<file path="config.mk">
export PLATFORM = sky130hd
export DESIGN_NAME = btree_inner_node_key_store
export DESIGN_NICKNAME = d
export VERILOG_FILES = /design/src/sv/btn_pkg.sv /design/src/sv/btn_ram.sv /design/src/sv/btn_cmp.sv /design/src/sv/btree_inner_node_key_store.sv
export SDC_FILE = /design/constraint.sdc
export NUM_CORES = 2
export LEC_CHECK = 0
export BUFFER_PORTS_ARGS = -buffer_cell sky130_fd_sc_hd__buf_2
export CORE_ASPECT_RATIO = 1.4
export CORE_MARGIN = 2
export CORE_UTILIZATION = 40
export CTS_CLUSTER_DIAMETER = 100
export DETAILED_ROUTE_END_ITERATION = 8
export SYNTH_ARGS = -nofsm -noshare
export SYNTH_HDL_FRONTEND = slang
export SYNTH_SLANG_ARGS = --single-unit
</file>
<file path="constraint.sdc">
create_clock -name clk -period 8.18 [get_ports clk]
set_clock_uncertainty 0.2 [all_clocks]
set_input_delay 0.818 -clock clk [delete_from_list [all_inputs] [get_ports clk]]
set_output_delay 0.818 -clock clk [all_outputs]
set_load 0.03 [all_outputs]
</file>
<file path="src/sv/btn_pkg.sv">
package btn_pkg;

  // Fixed field widths of the transaction ports
  localparam int ACT_W         = 4;
  localparam int KEY_FIELD_W   = 32;
  localparam int CHILD_FIELD_W = 16;
  localparam int POS_W         = 5;
  localparam int IDX_FIELD_W   = 5;
  localparam int CNT_FIELD_W   = 5;

  typedef enum logic [ACT_W-1:0] {
    ACT_INSERT     = 4'd0,
    ACT_ROUTE      = 4'd1,
    ACT_FIND_KEY   = 4'd2,
    ACT_FIND_CHILD = 4'd3,
    ACT_READ       = 4'd4,
    ACT_UPDATE     = 4'd5,
    ACT_DEL_KEY    = 4'd6,
    ACT_DEL_CHILD  = 4'd7,
    ACT_START      = 4'd8
  } act_t;

  typedef enum logic [1:0] {
    STS_OK        = 2'd0,
    STS_NOT_FOUND = 2'd1,
    STS_FULL      = 2'd2,
    STS_RANGE     = 2'd3
  } status_t;

  typedef enum logic [3:0] {
    S_IDLE,
    S_DISP,
    S_SCAN,
    S_SHIFT,
    S_PUT,
    S_CREAD,
    S_CGET,
    S_BS_RD,
    S_BS_CMP,
    S_PREAD,
    S_PGET,
    S_START2,
    S_FIN
  } seq_state_t;

  // Flags from the shared compare unit
  typedef struct packed {
    logic key_lt;    // key_a < key_b, unsigned
    logic key_eq;
    logic child_eq;
  } cmp_res_t;

endpackage

</file>
<file path="src/sv/btn_ram.sv">
module btn_ram #(
  parameter int WIDTH = 32,
  parameter int DEPTH = 16,
  localparam int AW = $clog2(DEPTH)
) (
  input  logic             clk,
  input  logic             we,
  input  logic [AW-1:0]    waddr,
  input  logic [WIDTH-1:0] wdata,
  input  logic [AW-1:0]    raddr,
  output logic [WIDTH-1:0] rdata
);

  logic [WIDTH-1:0] mem [DEPTH];
  logic [WIDTH-1:0] rdata_r;

  always_ff @(posedge clk) begin
    if (we) begin
      mem[waddr] <= wdata;
    end
    rdata_r <= mem[raddr];
  end

  assign rdata = rdata_r;

endmodule

</file>
<file path="src/sv/btn_cmp.sv">
module btn_cmp import btn_pkg::*; #(
  parameter int KEY_W   = 32,
  parameter int CHILD_W = 16
) (
  input  logic [KEY_W-1:0]   key_a,
  input  logic [KEY_W-1:0]   key_b,
  input  logic [CHILD_W-1:0] child_a,
  input  logic [CHILD_W-1:0] child_b,
  output cmp_res_t           res
);

  always_comb begin
    res.key_lt   = (key_a < key_b);
    res.key_eq   = (key_a == key_b);
    res.child_eq = (child_a == child_b);
  end

endmodule

</file>
<file path="src/sv/btree_inner_node_key_store.sv">
// Channel  | Direction | Handshake          | Payload
// ---------+-----------+--------------------+-----------------------------------------------
// in_      | input     | in_valid/in_stall  | action, search_key, child_id, left_child_id,
//          |           |                    | position
// out_     | output    | out_valid/out_stall| status, found_index, key_out, child_out,
//          |           |                    | key_count, child_count
//
// One transaction at a time; in_stall is high from acceptance until the result has been
// loaded into the output register. Transaction time grows with the keys held (key scans and
// binary search probes), with the children held (child scan) and with the entries that an
// insert or a delete moves. It is set by the single read port of each slot RAM and the one
// comparator that every scan and probe goes through.
// Reset (rst_n low, synchronous) empties the node: both counts go to zero, the sequencer
// returns to idle and out_valid drops. Slot contents are not cleared.
// A held result waits in the output register under out_stall while the next transaction
// is accepted and worked on; it is replaced only once taken.
module btree_inner_node_key_store import btn_pkg::*; #(
  parameter int MAX_KEYS   = 16,
  parameter int KEY_BITS   = 32,
  parameter int CHILD_BITS = 16
) (
  input  logic                     clk,
  input  logic                     rst_n,

  input  logic                     in_valid,
  output logic                     in_stall,
  input  logic [ACT_W-1:0]         in_action,
  input  logic [KEY_FIELD_W-1:0]   in_search_key,
  input  logic [CHILD_FIELD_W-1:0] in_child_id,
  input  logic [CHILD_FIELD_W-1:0] in_left_child_id,
  input  logic [POS_W-1:0]         in_position,

  output logic                     out_valid,
  input  logic                     out_stall,
  output logic [1:0]               out_status,
  output logic [IDX_FIELD_W-1:0]   out_found_index,
  output logic [KEY_FIELD_W-1:0]   out_key_out,
  output logic [CHILD_FIELD_W-1:0] out_child_out,
  output logic [CNT_FIELD_W-1:0]   out_key_count,
  output logic [CNT_FIELD_W-1:0]   out_child_count
);

  // Count width holds MAX_KEYS + 1 (children)
  localparam int CNT_W = $clog2(MAX_KEYS + 2);
  localparam int KAW   = $clog2(MAX_KEYS);
  localparam int CAW   = $clog2(MAX_KEYS + 1);
  // Index results also carry the raw position field
  localparam int PW    = (CNT_W > POS_W) ? CNT_W : POS_W;
  localparam logic [CNT_W-1:0] KEY_CAP   = CNT_W'(MAX_KEYS);
  localparam logic [CNT_W-1:0] CHILD_CAP = CNT_W'(MAX_KEYS + 1);

  seq_state_t state_r, state_nxt;

  // Captured transaction
  act_t                  act_r,   act_nxt;
  logic [KEY_BITS-1:0]   key_r,   key_nxt;
  logic [CHILD_BITS-1:0] child_r, child_nxt;
  logic [CHILD_BITS-1:0] left_r,  left_nxt;
  logic [POS_W-1:0]      pos_r,   pos_nxt;

  // Node occupancy
  logic [CNT_W-1:0] keys_r, keys_nxt;
  logic [CNT_W-1:0] kids_r, kids_nxt;

  // Sequencer working registers
  logic [CNT_W-1:0] idx_r,  idx_nxt;   // scan / shift read pointer
  logic [CNT_W-1:0] lim_r,  lim_nxt;   // scan limit
  logic [CNT_W-1:0] cnt_r,  cnt_nxt;   // scan tally or moves left
  logic [CNT_W-1:0] wdst_r, wdst_nxt;  // shift write target
  logic [CNT_W-1:0] put_r,  put_nxt;   // insert slot
  logic [CNT_W-1:0] lo_r,   lo_nxt;    // binary search window [lo, hx)
  logic [CNT_W-1:0] hx_r,   hx_nxt;
  logic [CNT_W-1:0] mid_r,  mid_nxt;
  logic             pv_r,   pv_nxt;    // read in flight
  logic             sel_child_r, sel_child_nxt;
  logic             desc_r, desc_nxt;  // shift toward higher slots

  // Result being built
  status_t               res_status_r, res_status_nxt;
  logic [PW-1:0]         res_idx_r,    res_idx_nxt;
  logic [KEY_BITS-1:0]   res_key_r,    res_key_nxt;
  logic [CHILD_BITS-1:0] res_child_r,  res_child_nxt;

  // Output register
  logic                     out_valid_r,  out_valid_nxt;
  status_t                  out_status_r, out_status_nxt;
  logic [IDX_FIELD_W-1:0]   out_idx_r,    out_idx_nxt;
  logic [KEY_FIELD_W-1:0]   out_key_r,    out_key_nxt;
  logic [CHILD_FIELD_W-1:0] out_child_r,  out_child_nxt;
  logic [CNT_FIELD_W-1:0]   out_kcnt_r,   out_kcnt_nxt;
  logic [CNT_FIELD_W-1:0]   out_ccnt_r,   out_ccnt_nxt;

  // RAM ports
  logic                  k_we, c_we;
  logic [KAW-1:0]        k_wa;
  logic [CAW-1:0]        c_wa;
  logic [KEY_BITS-1:0]   k_wd, k_rdata;
  logic [CHILD_BITS-1:0] c_wd, c_rdata;
  logic [CNT_W-1:0]      ra;

  cmp_res_t cmp;

  logic [CNT_W-1:0] pos_cnt;
  logic             pos_in_keys, pos_in_kids;
  logic [CNT_W-1:0] bs_mid;
  logic [CNT_W-1:0] put_inc, child_put;

  assign pos_cnt     = CNT_W'(pos_r);
  assign pos_in_keys = (PW'(pos_r) < PW'(keys_r));
  assign pos_in_kids = (PW'(pos_r) < PW'(kids_r));
  assign bs_mid      = lo_r + ((hx_r - lo_r - CNT_W'(1)) >> 1);
  // Child goes right of the new key, clamped to the current child count
  assign put_inc     = put_r + CNT_W'(1);
  assign child_put   = (put_inc > kids_r) ? kids_r : put_inc;

  btn_ram #(
    .WIDTH (KEY_BITS),
    .DEPTH (MAX_KEYS)
  ) u_key_ram (
    .clk   (clk),
    .we    (k_we),
    .waddr (k_wa),
    .wdata (k_wd),
    .raddr (KAW'(ra)),
    .rdata (k_rdata)
  );

  btn_ram #(
    .WIDTH (CHILD_BITS),
    .DEPTH (MAX_KEYS + 1)
  ) u_child_ram (
    .clk   (clk),
    .we    (c_we),
    .waddr (c_wa),
    .wdata (c_wd),
    .raddr (CAW'(ra)),
    .rdata (c_rdata)
  );

  // One comparator serves the key scan, the binary search and the child scan
  btn_cmp #(
    .KEY_W   (KEY_BITS),
    .CHILD_W (CHILD_BITS)
  ) u_cmp (
    .key_a   (key_r),
    .key_b   (k_rdata),
    .child_a (child_r),
    .child_b (c_rdata),
    .res     (cmp)
  );

  always_comb begin
    state_nxt      = state_r;
    act_nxt        = act_r;
    key_nxt        = key_r;
    child_nxt      = child_r;
    left_nxt       = left_r;
    pos_nxt        = pos_r;
    keys_nxt       = keys_r;
    kids_nxt       = kids_r;
    idx_nxt        = idx_r;
    lim_nxt        = lim_r;
    cnt_nxt        = cnt_r;
    wdst_nxt       = wdst_r;
    put_nxt        = put_r;
    lo_nxt         = lo_r;
    hx_nxt         = hx_r;
    mid_nxt        = mid_r;
    pv_nxt         = pv_r;
    sel_child_nxt  = sel_child_r;
    desc_nxt       = desc_r;
    res_status_nxt = res_status_r;
    res_idx_nxt    = res_idx_r;
    res_key_nxt    = res_key_r;
    res_child_nxt  = res_child_r;
    out_valid_nxt  = out_valid_r && out_stall;
    out_status_nxt = out_status_r;
    out_idx_nxt    = out_idx_r;
    out_key_nxt    = out_key_r;
    out_child_nxt  = out_child_r;
    out_kcnt_nxt   = out_kcnt_r;
    out_ccnt_nxt   = out_ccnt_r;
    k_we           = 1'b0;
    k_wa           = '0;
    k_wd           = key_r;
    c_we           = 1'b0;
    c_wa           = '0;
    c_wd           = child_r;
    ra             = idx_r;

    case (state_r)
      S_IDLE: begin
        if (in_valid) begin
          act_nxt   = act_t'(in_action);
          key_nxt   = KEY_BITS'(in_search_key);
          child_nxt = CHILD_BITS'(in_child_id);
          left_nxt  = CHILD_BITS'(in_left_child_id);
          pos_nxt   = in_position;
          state_nxt = S_DISP;
        end
      end

      S_DISP: begin
        res_status_nxt = STS_OK;
        res_idx_nxt    = '0;
        res_key_nxt    = '0;
        res_child_nxt  = '0;
        idx_nxt        = '0;
        cnt_nxt        = '0;
        pv_nxt         = 1'b0;
        state_nxt      = S_FIN;
        case (act_r)
          ACT_INSERT: begin
            if (keys_r >= KEY_CAP || kids_r >= CHILD_CAP) begin
              res_status_nxt = STS_FULL;
            end else begin
              lim_nxt   = keys_r;
              state_nxt = S_SCAN;
            end
          end
          ACT_ROUTE: begin
            lim_nxt   = keys_r;
            state_nxt = S_SCAN;
          end
          ACT_FIND_KEY: begin
            lo_nxt    = '0;
            hx_nxt    = keys_r;
            state_nxt = S_BS_RD;
          end
          ACT_FIND_CHILD: begin
            lim_nxt   = kids_r;
            state_nxt = S_SCAN;
          end
          ACT_READ: begin
            res_idx_nxt = PW'(pos_r);
            if (!pos_in_keys && !pos_in_kids) begin
              res_status_nxt = STS_RANGE;
            end else begin
              state_nxt = S_PREAD;
            end
          end
          ACT_UPDATE: begin
            res_idx_nxt = PW'(pos_r);
            if (!pos_in_keys) begin
              res_status_nxt = STS_RANGE;
            end else begin
              k_we = 1'b1;
              k_wa = KAW'(pos_cnt);
            end
          end
          ACT_DEL_KEY: begin
            res_idx_nxt = PW'(pos_r);
            if (!pos_in_keys) begin
              res_status_nxt = STS_RANGE;
            end else begin
              sel_child_nxt = 1'b0;
              desc_nxt      = 1'b0;
              idx_nxt       = pos_cnt + CNT_W'(1);
              cnt_nxt       = keys_r - pos_cnt - CNT_W'(1);
              state_nxt     = S_SHIFT;
            end
          end
          ACT_DEL_CHILD: begin
            res_idx_nxt = PW'(pos_r);
            if (!pos_in_kids) begin
              res_status_nxt = STS_RANGE;
            end else begin
              sel_child_nxt = 1'b1;
              desc_nxt      = 1'b0;
              idx_nxt       = pos_cnt + CNT_W'(1);
              cnt_nxt       = kids_r - pos_cnt - CNT_W'(1);
              state_nxt     = S_SHIFT;
            end
          end
          ACT_START: begin
            k_we      = 1'b1;
            k_wa      = '0;
            c_we      = 1'b1;
            c_wa      = '0;
            c_wd      = left_r;
            state_nxt = S_START2;
          end
          default: ;  // unused codes answer ok with no change
        endcase
      end

      // Streaming scan: one read issued per cycle, each compared in the cycle after
      S_SCAN: begin
        if (idx_r < lim_r) begin
          ra      = idx_r;
          idx_nxt = idx_r + CNT_W'(1);
          pv_nxt  = 1'b1;
        end else begin
          pv_nxt = 1'b0;
        end
        if (pv_r) begin
          if (act_r == ACT_FIND_CHILD) begin
            if (cmp.child_eq) begin
              res_idx_nxt   = PW'(idx_r - CNT_W'(1));
              res_child_nxt = c_rdata;
              pv_nxt        = 1'b0;
              state_nxt     = S_FIN;
            end
          end else if (!cmp.key_lt) begin
            cnt_nxt = cnt_r + CNT_W'(1);   // slot <= search key
          end
        end
        if (idx_r >= lim_r && !pv_r) begin
          case (act_r)
            ACT_INSERT: begin
              res_idx_nxt   = PW'(cnt_r);
              put_nxt       = cnt_r;
              sel_child_nxt = 1'b0;
              desc_nxt      = 1'b1;
              idx_nxt       = keys_r - CNT_W'(1);
              cnt_nxt       = keys_r - cnt_r;
              state_nxt     = S_SHIFT;
            end
            ACT_ROUTE: begin
              res_idx_nxt = PW'(cnt_r);
              idx_nxt     = cnt_r;
              if (cnt_r < kids_r) begin
                state_nxt = S_CREAD;
              end else begin
                res_status_nxt = STS_NOT_FOUND;
                state_nxt      = S_FIN;
              end
            end
            default: begin  // child scan ran out
              res_status_nxt = STS_NOT_FOUND;
              state_nxt      = S_FIN;
            end
          endcase
        end
      end

      // Move one entry per cycle; read pointer runs one slot ahead of the write
      S_SHIFT: begin
        if (cnt_r != '0) begin
          ra       = idx_r;
          idx_nxt  = desc_r ? idx_r - CNT_W'(1) : idx_r + CNT_W'(1);
          wdst_nxt = desc_r ? idx_r + CNT_W'(1) : idx_r - CNT_W'(1);
          cnt_nxt  = cnt_r - CNT_W'(1);
          pv_nxt   = 1'b1;
        end else begin
          pv_nxt = 1'b0;
        end
        if (pv_r) begin
          if (sel_child_r) begin
            c_we = 1'b1;
            c_wa = CAW'(wdst_r);
            c_wd = c_rdata;
          end else begin
            k_we = 1'b1;
            k_wa = KAW'(wdst_r);
            k_wd = k_rdata;
          end
        end
        if (cnt_r == '0 && !pv_r) begin
          case (act_r)
            ACT_INSERT: state_nxt = S_PUT;
            ACT_DEL_KEY: begin
              keys_nxt  = keys_r - CNT_W'(1);
              state_nxt = S_FIN;
            end
            ACT_DEL_CHILD: begin
              kids_nxt  = kids_r - CNT_W'(1);
              state_nxt = S_FIN;
            end
            default: state_nxt = S_FIN;
          endcase
        end
      end

      S_PUT: begin
        if (!sel_child_r) begin
          k_we          = 1'b1;
          k_wa          = KAW'(put_r);
          keys_nxt      = keys_r + CNT_W'(1);
          put_nxt       = child_put;
          sel_child_nxt = 1'b1;
          desc_nxt      = 1'b1;
          idx_nxt       = kids_r - CNT_W'(1);
          cnt_nxt       = kids_r - child_put;
          state_nxt     = S_SHIFT;
        end else begin
          c_we      = 1'b1;
          c_wa      = CAW'(put_r);
          kids_nxt  = kids_r + CNT_W'(1);
          state_nxt = S_FIN;
        end
      end

      S_CREAD: begin
        ra        = idx_r;
        state_nxt = S_CGET;
      end

      S_CGET: begin
        res_child_nxt = c_rdata;
        state_nxt     = S_FIN;
      end

      S_BS_RD: begin
        if (lo_r < hx_r) begin
          ra        = bs_mid;
          mid_nxt   = bs_mid;
          state_nxt = S_BS_CMP;
        end else begin
          res_status_nxt = STS_NOT_FOUND;
          state_nxt      = S_FIN;
        end
      end

      S_BS_CMP: begin
        state_nxt = S_BS_RD;
        if (cmp.key_lt) begin
          hx_nxt = mid_r;
        end else if (cmp.key_eq) begin
          res_idx_nxt = PW'(mid_r);
          res_key_nxt = k_rdata;
          state_nxt   = S_FIN;
        end else begin
          lo_nxt = mid_r + CNT_W'(1);
        end
      end

      S_PREAD: begin
        ra        = pos_cnt;
        state_nxt = S_PGET;
      end

      S_PGET: begin
        res_key_nxt   = pos_in_keys ? k_rdata : '0;
        res_child_nxt = pos_in_kids ? c_rdata : '0;
        state_nxt     = S_FIN;
      end

      S_START2: begin
        c_we      = 1'b1;
        c_wa      = CAW'(1);
        keys_nxt  = CNT_W'(1);
        kids_nxt  = CNT_W'(2);
        state_nxt = S_FIN;
      end

      // Hand the result over once the output register is free or being drained
      S_FIN: begin
        if (!out_valid_r || !out_stall) begin
          out_valid_nxt  = 1'b1;
          out_status_nxt = res_status_r;
          out_idx_nxt    = IDX_FIELD_W'(res_idx_r);
          out_key_nxt    = KEY_FIELD_W'(res_key_r);
          out_child_nxt  = CHILD_FIELD_W'(res_child_r);
          out_kcnt_nxt   = CNT_FIELD_W'(keys_r);
          out_ccnt_nxt   = CNT_FIELD_W'(kids_r);
          state_nxt      = S_IDLE;
        end
      end

      default: state_nxt = S_IDLE;
    endcase
  end

  always_ff @(posedge clk) begin
    if (!rst_n) begin
      state_r <= S_IDLE;
    end else begin
      state_r <= state_nxt;
    end
  end

  always_ff @(posedge clk) begin
    if (!rst_n) begin
      keys_r      <= '0;
      kids_r      <= '0;
      pv_r        <= 1'b0;
      out_valid_r <= 1'b0;
    end else begin
      keys_r      <= keys_nxt;
      kids_r      <= kids_nxt;
      pv_r        <= pv_nxt;
      out_valid_r <= out_valid_nxt;
    end
  end

  always_ff @(posedge clk) begin
    act_r        <= act_nxt;
    key_r        <= key_nxt;
    child_r      <= child_nxt;
    left_r       <= left_nxt;
    pos_r        <= pos_nxt;
    idx_r        <= idx_nxt;
    lim_r        <= lim_nxt;
    cnt_r        <= cnt_nxt;
    wdst_r       <= wdst_nxt;
    put_r        <= put_nxt;
    lo_r         <= lo_nxt;
    hx_r         <= hx_nxt;
    mid_r        <= mid_nxt;
    sel_child_r  <= sel_child_nxt;
    desc_r       <= desc_nxt;
    res_status_r <= res_status_nxt;
    res_idx_r    <= res_idx_nxt;
    res_key_r    <= res_key_nxt;
    res_child_r  <= res_child_nxt;
    out_status_r <= out_status_nxt;
    out_idx_r    <= out_idx_nxt;
    out_key_r    <= out_key_nxt;
    out_child_r  <= out_child_nxt;
    out_kcnt_r   <= out_kcnt_nxt;
    out_ccnt_r   <= out_ccnt_nxt;
  end

  assign in_stall        = (state_r != S_IDLE);
  assign out_valid       = out_valid_r;
  assign out_status      = out_status_r;
  assign out_found_index = out_idx_r;
  assign out_key_out     = out_key_r;
  assign out_child_out   = out_child_r;
  assign out_key_count   = out_kcnt_r;
  assign out_child_count = out_ccnt_r;

  a_key_cap: assert property (@(posedge clk) disable iff (!rst_n)
    keys_r <= KEY_CAP)
    else $error("key count above capacity");

  a_kid_cap: assert property (@(posedge clk) disable iff (!rst_n)
    kids_r <= CHILD_CAP)
    else $error("child count above capacity");

  a_accept_disp: assert property (@(posedge clk) disable iff (!rst_n)
    (in_valid && !in_stall) |=> (state_r == S_DISP))
    else $error("accepted transaction not dispatched");

  a_out_from_fin: assert property (@(posedge clk) disable iff (!rst_n)
    $rose(out_valid_r) |-> $past(state_r == S_FIN))
    else $error("result presented outside finish state");

  a_shift_drain: assert property (@(posedge clk) disable iff (!rst_n)
    (state_r == S_SHIFT && cnt_r == '0 && !pv_r) |=> (state_r != S_SHIFT))
    else $error("shift engine did not terminate");

endmodule
</file>
Word-level counts from Yosys, hierarchy flattened --
Memory sizes are Yosys's and may differ from the RTL's. A register that Yosys moved wholly into a read port is not among the register bits. Cells that the tools add are included.
Word-level totals: register bits 251, latch bits 0, memory bits (read-only) 0, memory bits (writable) 784, memories 2, output and inout port bits 67, logic and storage cells 306
Memory list:
- u_key_ram.mem | words 16, bits a word 32, rd ports 1, clocked after Yosys merged registers in 1, write ports 1, RTL line btn_ram.sv:14 | logic [WIDTH-1:0] mem [DEPTH];
- u_child_ram.mem | words 17, bits a word 16, rd ports 1, clocked after Yosys merged registers in 1, write ports 1, RTL line btn_ram.sv:14
Operators by class: equality and inequality tests 50, bitwise operators 0, mux-type cells 144, reductions and logical operators 50, add/subtract/negate cells 20, order comparisons 10, div/mod/pow operators 0, shift operators 0, multiply operators 0
Operator list (number):
- $mux W5 | 45
- $mux W32 | 6
- $mux W16 | 7
- $pmux W32 S3 | 1
- $mux W4 | 20
- $pmux W5 S3 | 5
- $pmux W5 S2 | 7
- $pmux W16 S4 | 1
- $pmux W4 S11 | 1
- $pmux W5 S4 | 2
- $ne A2 B2 Y1 const B | 18
- $add A5 B1 Y5 const B | 7
- $sub A5 B1 Y5 const B | 7
- $eq A32 B32 Y1 | 1
- $eq A4 B3 Y1 const B | 8
- $lt A32 B32 Y1 | 1
- $pmux W16 S2 | 1
- $pmux W4 S7 | 1
- $lt A5 B5 Y1 | 5
- $mux W1 | 25
- $sub A5 B5 Y5 | 5
- $eq A4 B4 Y1 const B | 6
- $ne A3 B3 Y1 const B | 7
- $reduce_bool A3 Y1 | 7
- other kinds (35) | 80

Longest topological paths before layout --
depth after elaboration 7, mapped depth 17, gate-level depth less buffers 17

Modules after synthesis --
A second synthesis with hierarchy kept.
Second synthesis, totals: cell total of the unflattened synthesis 2535, area total of the unflattened synthesis 44766.7 um^2
Modules (own cells, without submodules):
- btn_ram at u_key_ram | cells each 838, times used 1, area each 19835.3 um^2, sequential area each 16015.4 um^2
- btree_inner_node_key_store | cells each 1090, times used 1, area each 13076.3 um^2, sequential area each 7377.1 um^2
- btn_ram at u_child_ram | cells each 474, times used 1, area each 10871.7 um^2, sequential area each 8488.1 um^2
- btn_cmp | cells each 133, times used 1, area each 983.4 um^2, sequential area each 0.0 um^2

Least setup slack after synthesis --
OpenSTA, ideal clock, no wires.
path kind flip-flop to flip-flop, start point register state_r[0], end point register out_ccnt_r[0] (netlist: out_child_count[0]), enable pin, data arrival time 4.088 ns, slack 3.383 ns, path buffers 1, setup time 0.509 ns, cell stages (with the launch flop) 5, data required time 7.471 ns, cell sequence dfxtp_1 > clkbuf_1 > nor2_1 > nand2_1 > a21oi_1
On the way: longest elaborated chain between the ends 2
Ends and longest elaborated chain:
- from (decl) | RTL line btree_inner_node_key_store.sv:52 | seq_state_t state_r, state_nxt;
- from (signal assigned) | RTL line btree_inner_node_key_store.sv:469 | state_r <= state_nxt;
- $eq A4 B4 Y1 | RTL line btree_inner_node_key_store.sv:191 | case (state_r)
- $reduce_and A2 Y1 (no line)
- to (signal assigned) | RTL line btree_inner_node_key_store.sv:512 | out_ccnt_r <= out_ccnt_nxt;
- to (decl) | RTL line btree_inner_node_key_store.sv:91 | logic [CNT_FIELD_W-1:0] out_ccnt_r, out_ccnt_nxt;
No other way between the ends. A chain may end at the register's enable or synchronous reset.

Final worst setup path --
start point register keys_r[1], end point memory u_key_ram.mem[10][29], enable pin
On the way: longest elaborated chain between the ends 6, elaborated cells between the ends (all ways) 9, those cells by class order compare: 1; mux: 8
Ends and longest elaborated chain:
- from (decl) | RTL line btree_inner_node_key_store.sv:62 | logic [CNT_W-1:0] keys_r, keys_nxt;
- from (signal assigned) | RTL line btree_inner_node_key_store.sv:480 | keys_r <= keys_nxt;
- $lt A5 B5 Y1 * | RTL line btree_inner_node_key_store.sv:109 | assign pos_in_keys = (PW'(pos_r) < PW'(keys_r));
- $mux W1 | RTL line btree_inner_node_key_store.sv:244 | if (!pos_in_keys) begin
- $pmux W1 S2 | RTL line btree_inner_node_key_store.sv:212 | case (act_r)
- $pmux W1 S3 | RTL line btree_inner_node_key_store.sv:191
- $mux W1 | RTL line btn_ram.sv:18 | if (we) begin
- $mux W1 (not written as such) | RTL line btn_ram.sv:19 | mem[waddr] <= wdata;
- to (decl) | RTL line btn_ram.sv:14
Mark *: on every way between the ends. The rest lies on a longest branch, timed or not.

==> run metrics <==
Placement Rows=approximately 150; Final Max Tran Viols=0; combinational share of power=33.4%; Register-to-Register Path Depth=11; post-synthesis average cell area=13.73 um2; Final Util=45.66%; hold_buf cts=0; M2 GR Usage=35.15%; Final TNS setup=0 ps; Die Span X=289.7 um; Area growth syn-to-layout=13.15%; Main synth FF type=edfxtp_1; Iteration-0 DRC Markers=between 2,000 and 2,500; biggest fanout along the worst timing path=23; Syn. warnings=0; register bit total from synthesis=1,083; I/O pin cnt=144; Fin. Hold Viols=0; WHS Path Cells=1; post-CTS setup buffers=0; Arr. time, crit path=~5200 ps; initial core utilization=40.36%; DIE AREA=117,000 um2; TritonRoute pass-1 iters=8; worst reg2reg setup slack=3140 ps; initial antenna violation count=3; htree depth=3; Finish-stage setup viols=0; CP Launch Point=keys_r[1]$_SDFFE_PN0P_; layout cell share with drive strength beyond 1=12.11%; static leakage=18.94 nW; M1 GR Usage=between 20% and 30%; CTS tree=yes; WS Path Type=reg -> reg; Fmax=198.5 MHz; Req. time, crit path=8320 ps; Final #Nets=3,658; drt wl/cell=between 20 and 25 um; status=finished, final reports clean; DRT antenna net count=0; DR DRC count=0; synthesized cell area=approximately 46,000 um2; Internal=~12 mW; sequential fraction of the synthesis area=around 70%; switch share=36.71%; syn_nets=3,507; total wire length=roughly 120,000 um; EDFF count, synth=1,019; largest net degree at the start of global routing=162; period utilisation layout=61.59%; Clock Sinks=1,083; Buffers on Ports=143; GRT Total Usage=roughly a fifth; Hold Path Origin=in_left_child_id[14]; Peak VDD IR=between 300 and 400 uV; Via density=about 5.5; commonest cells after routing, fill and taps aside=1,019 x edfxtp_1, 604 x nand2_1, 272 x mux2i_1; root cell of the clock tree=clkbuf_16; Reg clk slew, reported paths=60 ps; worst hold path class=in -> reg; Worst setup EP type=register; Unique masters post-synth=71; overall power=between 15 and 20 mW; post-CTS sizing=0; Mapped Cells=3,329; reg-to-reg startpoint=keys_r[1]$_SDFFE_PN0P_; first-pass GRT wire length=175,000 um; Placeable Area=113,300 um2; minimum clock period=5038 ps; Most Used Layer, Global Route=met2; routability cong.=0.9185; most common cell after layout, fill and taps aside=edfxtp_1; vias in the first global route=27,465; power per cell area=~360 nW/um2; die height=404.0 um; post-DP HPWL=72,360 um; sequential power share=between 40% and 50%; Least-Margin Pin Slew=~1300 ps; CP Launch Type=register; ys async rst share=0%; power share of the clock group=25.9%; Rel. slew slack=11.59%; CTS Buffer Depth=3; Psw=6.821 mW; fillers=10,094; CTS buffer count=between 100 and 150; DR vias=27,634; total grt overflow=0; max cap viols=0; RSZ-0062 raised after global routing=false; GR Layer Usage met3=2.452%; worst skew pair latency=730 ps
[flip-flops by register name, summed over array words and instances, names as in the netlist, 16 cells and up]
name	cells
out_child_out	16
u_key_ram.rdata	32
u_key_ram.mem	512
u_child_ram.rdata	16
key_r	32
res_key_r	32
child_r	16
u_child_ram.mem	272
left_r	16
out_key_out	32
res_child_r	16
[critical path, cell delays in order (launching register included)]
cell,delay (ps)
dfxtp_1,570
inv_1,240
ha_1,350
nor2b_1,130
o21a_1,160
o21a_1,160
o21ai_1,230
nor3b_1,810
a222oi_1,300
nand2b_1,430
nor2_4,500
buf_4,540
[Yosys cell counts (5+ instances only)]
cell       count  share of area (%)
edfxtp_1    1019                 67
or3_1          5              0.068
and2_1        40               0.55
nand4_1       34               0.47
a21o_1        32               0.53
and3_1        28               0.38
xor2_1        26               0.50
o21ai_0       80               0.88
fa_1           6               0.26
nand3_1      206                2.3
a22oi_1       43               0.71
a32oi_1       17               0.33
ha_1          95                2.6
nor3_1        14               0.15
a22o_1         5              0.096
clkbuf_1      76               0.62
nand2_1      604                5.0
o2111ai_1     17               0.33
nor2_1        90               0.74
dfxtp_1       64                2.8
o22ai_1       11               0.15
mux2i_1      272                6.0
a31oi_1       11               0.15
a21oi_1       61               0.67
a222oi_1      21               0.46
xnor2_1       45               0.86
o211ai_1      84                1.4
buf_4         13               0.21
o21a_1         7               0.11
buf_6          9               0.22
nor4_1         8               0.11
nor2b_1       12               0.16
inv_1        109               0.90
a311oi_1       7               0.13
nand2b_1      17               0.23
buf_2         68               0.74
[logic make-up after synthesis]
family,count (synthesis),share of synthesized area (%)
flops,1083,69.75
xor+xnor,71,1.360
mux,273,5.981
simple gates,1083,10.59
buf+inv,283,2.776
fa+ha+maj,101,2.863
compound gates,435,6.682
[final timing paths]
path	end
worst max register to register	u_key_ram.mem[10][29]$_DFFE_PP_
worst min register to register	out_key_out[5]$_DFFE_PP_
worst min-delay path	left_r[14]$_DFFE_PP_
worst max-delay path	u_key_ram.mem[10][29]$_DFFE_PP_
[through the flow]
step	hold slack, ps	cell area, um2	std cells	setup slack [ps]
global placement	200.2	48280	4855	3338
finish	65.29	51720	5049	3142
detailed placement	205.6	48280	4855	3228
CTS	1.628	51720	5048	3204
floorplan	200.3	45710	3329	3383
global route	29.36	51720	5049	2893
[routing by layer]
metal / vias to the layer above / share of wire, %
met5: - / 0
met4: 0 / 3.2
met3: 203 / 5.0
met2: 865 / 51
met1: 13846 / 41
li1: 12720 / -
[final cells by class]
| type | count | area [um2] | area share [%] |
|---|---|---|---|
| multi-input cells | 1963 | 12800 | 24.75 |
| repair buffers | 220 | 1344 | 2.598 |
| clock inverters | 63 | 663.1 | 1.282 |
| inverters | 109 | 409.1 | 0.7911 |
| diodes | 1 | 2.502 | 0.004839 |
| well taps | 1480 | 1852 | 3.581 |
| flip-flops and latches | 1083 | 31880 | 61.64 |
| clock buffers | 130 | 2769 | 5.354 |
[power groups by stage]
stage                     combinational [mW]  sequential (mW)  clock, mW
after global routing                    6.82             7.61       5.11
after detailed placement                6.22             7.67          0
final                                   6.20             7.57       4.81
after CTS                               6.24             7.57       4.91
after floorplan                         4.44             7.36          0
after global placement                  6.17             7.67          0
No activity file was read; power rests on OpenSTA's default activity.
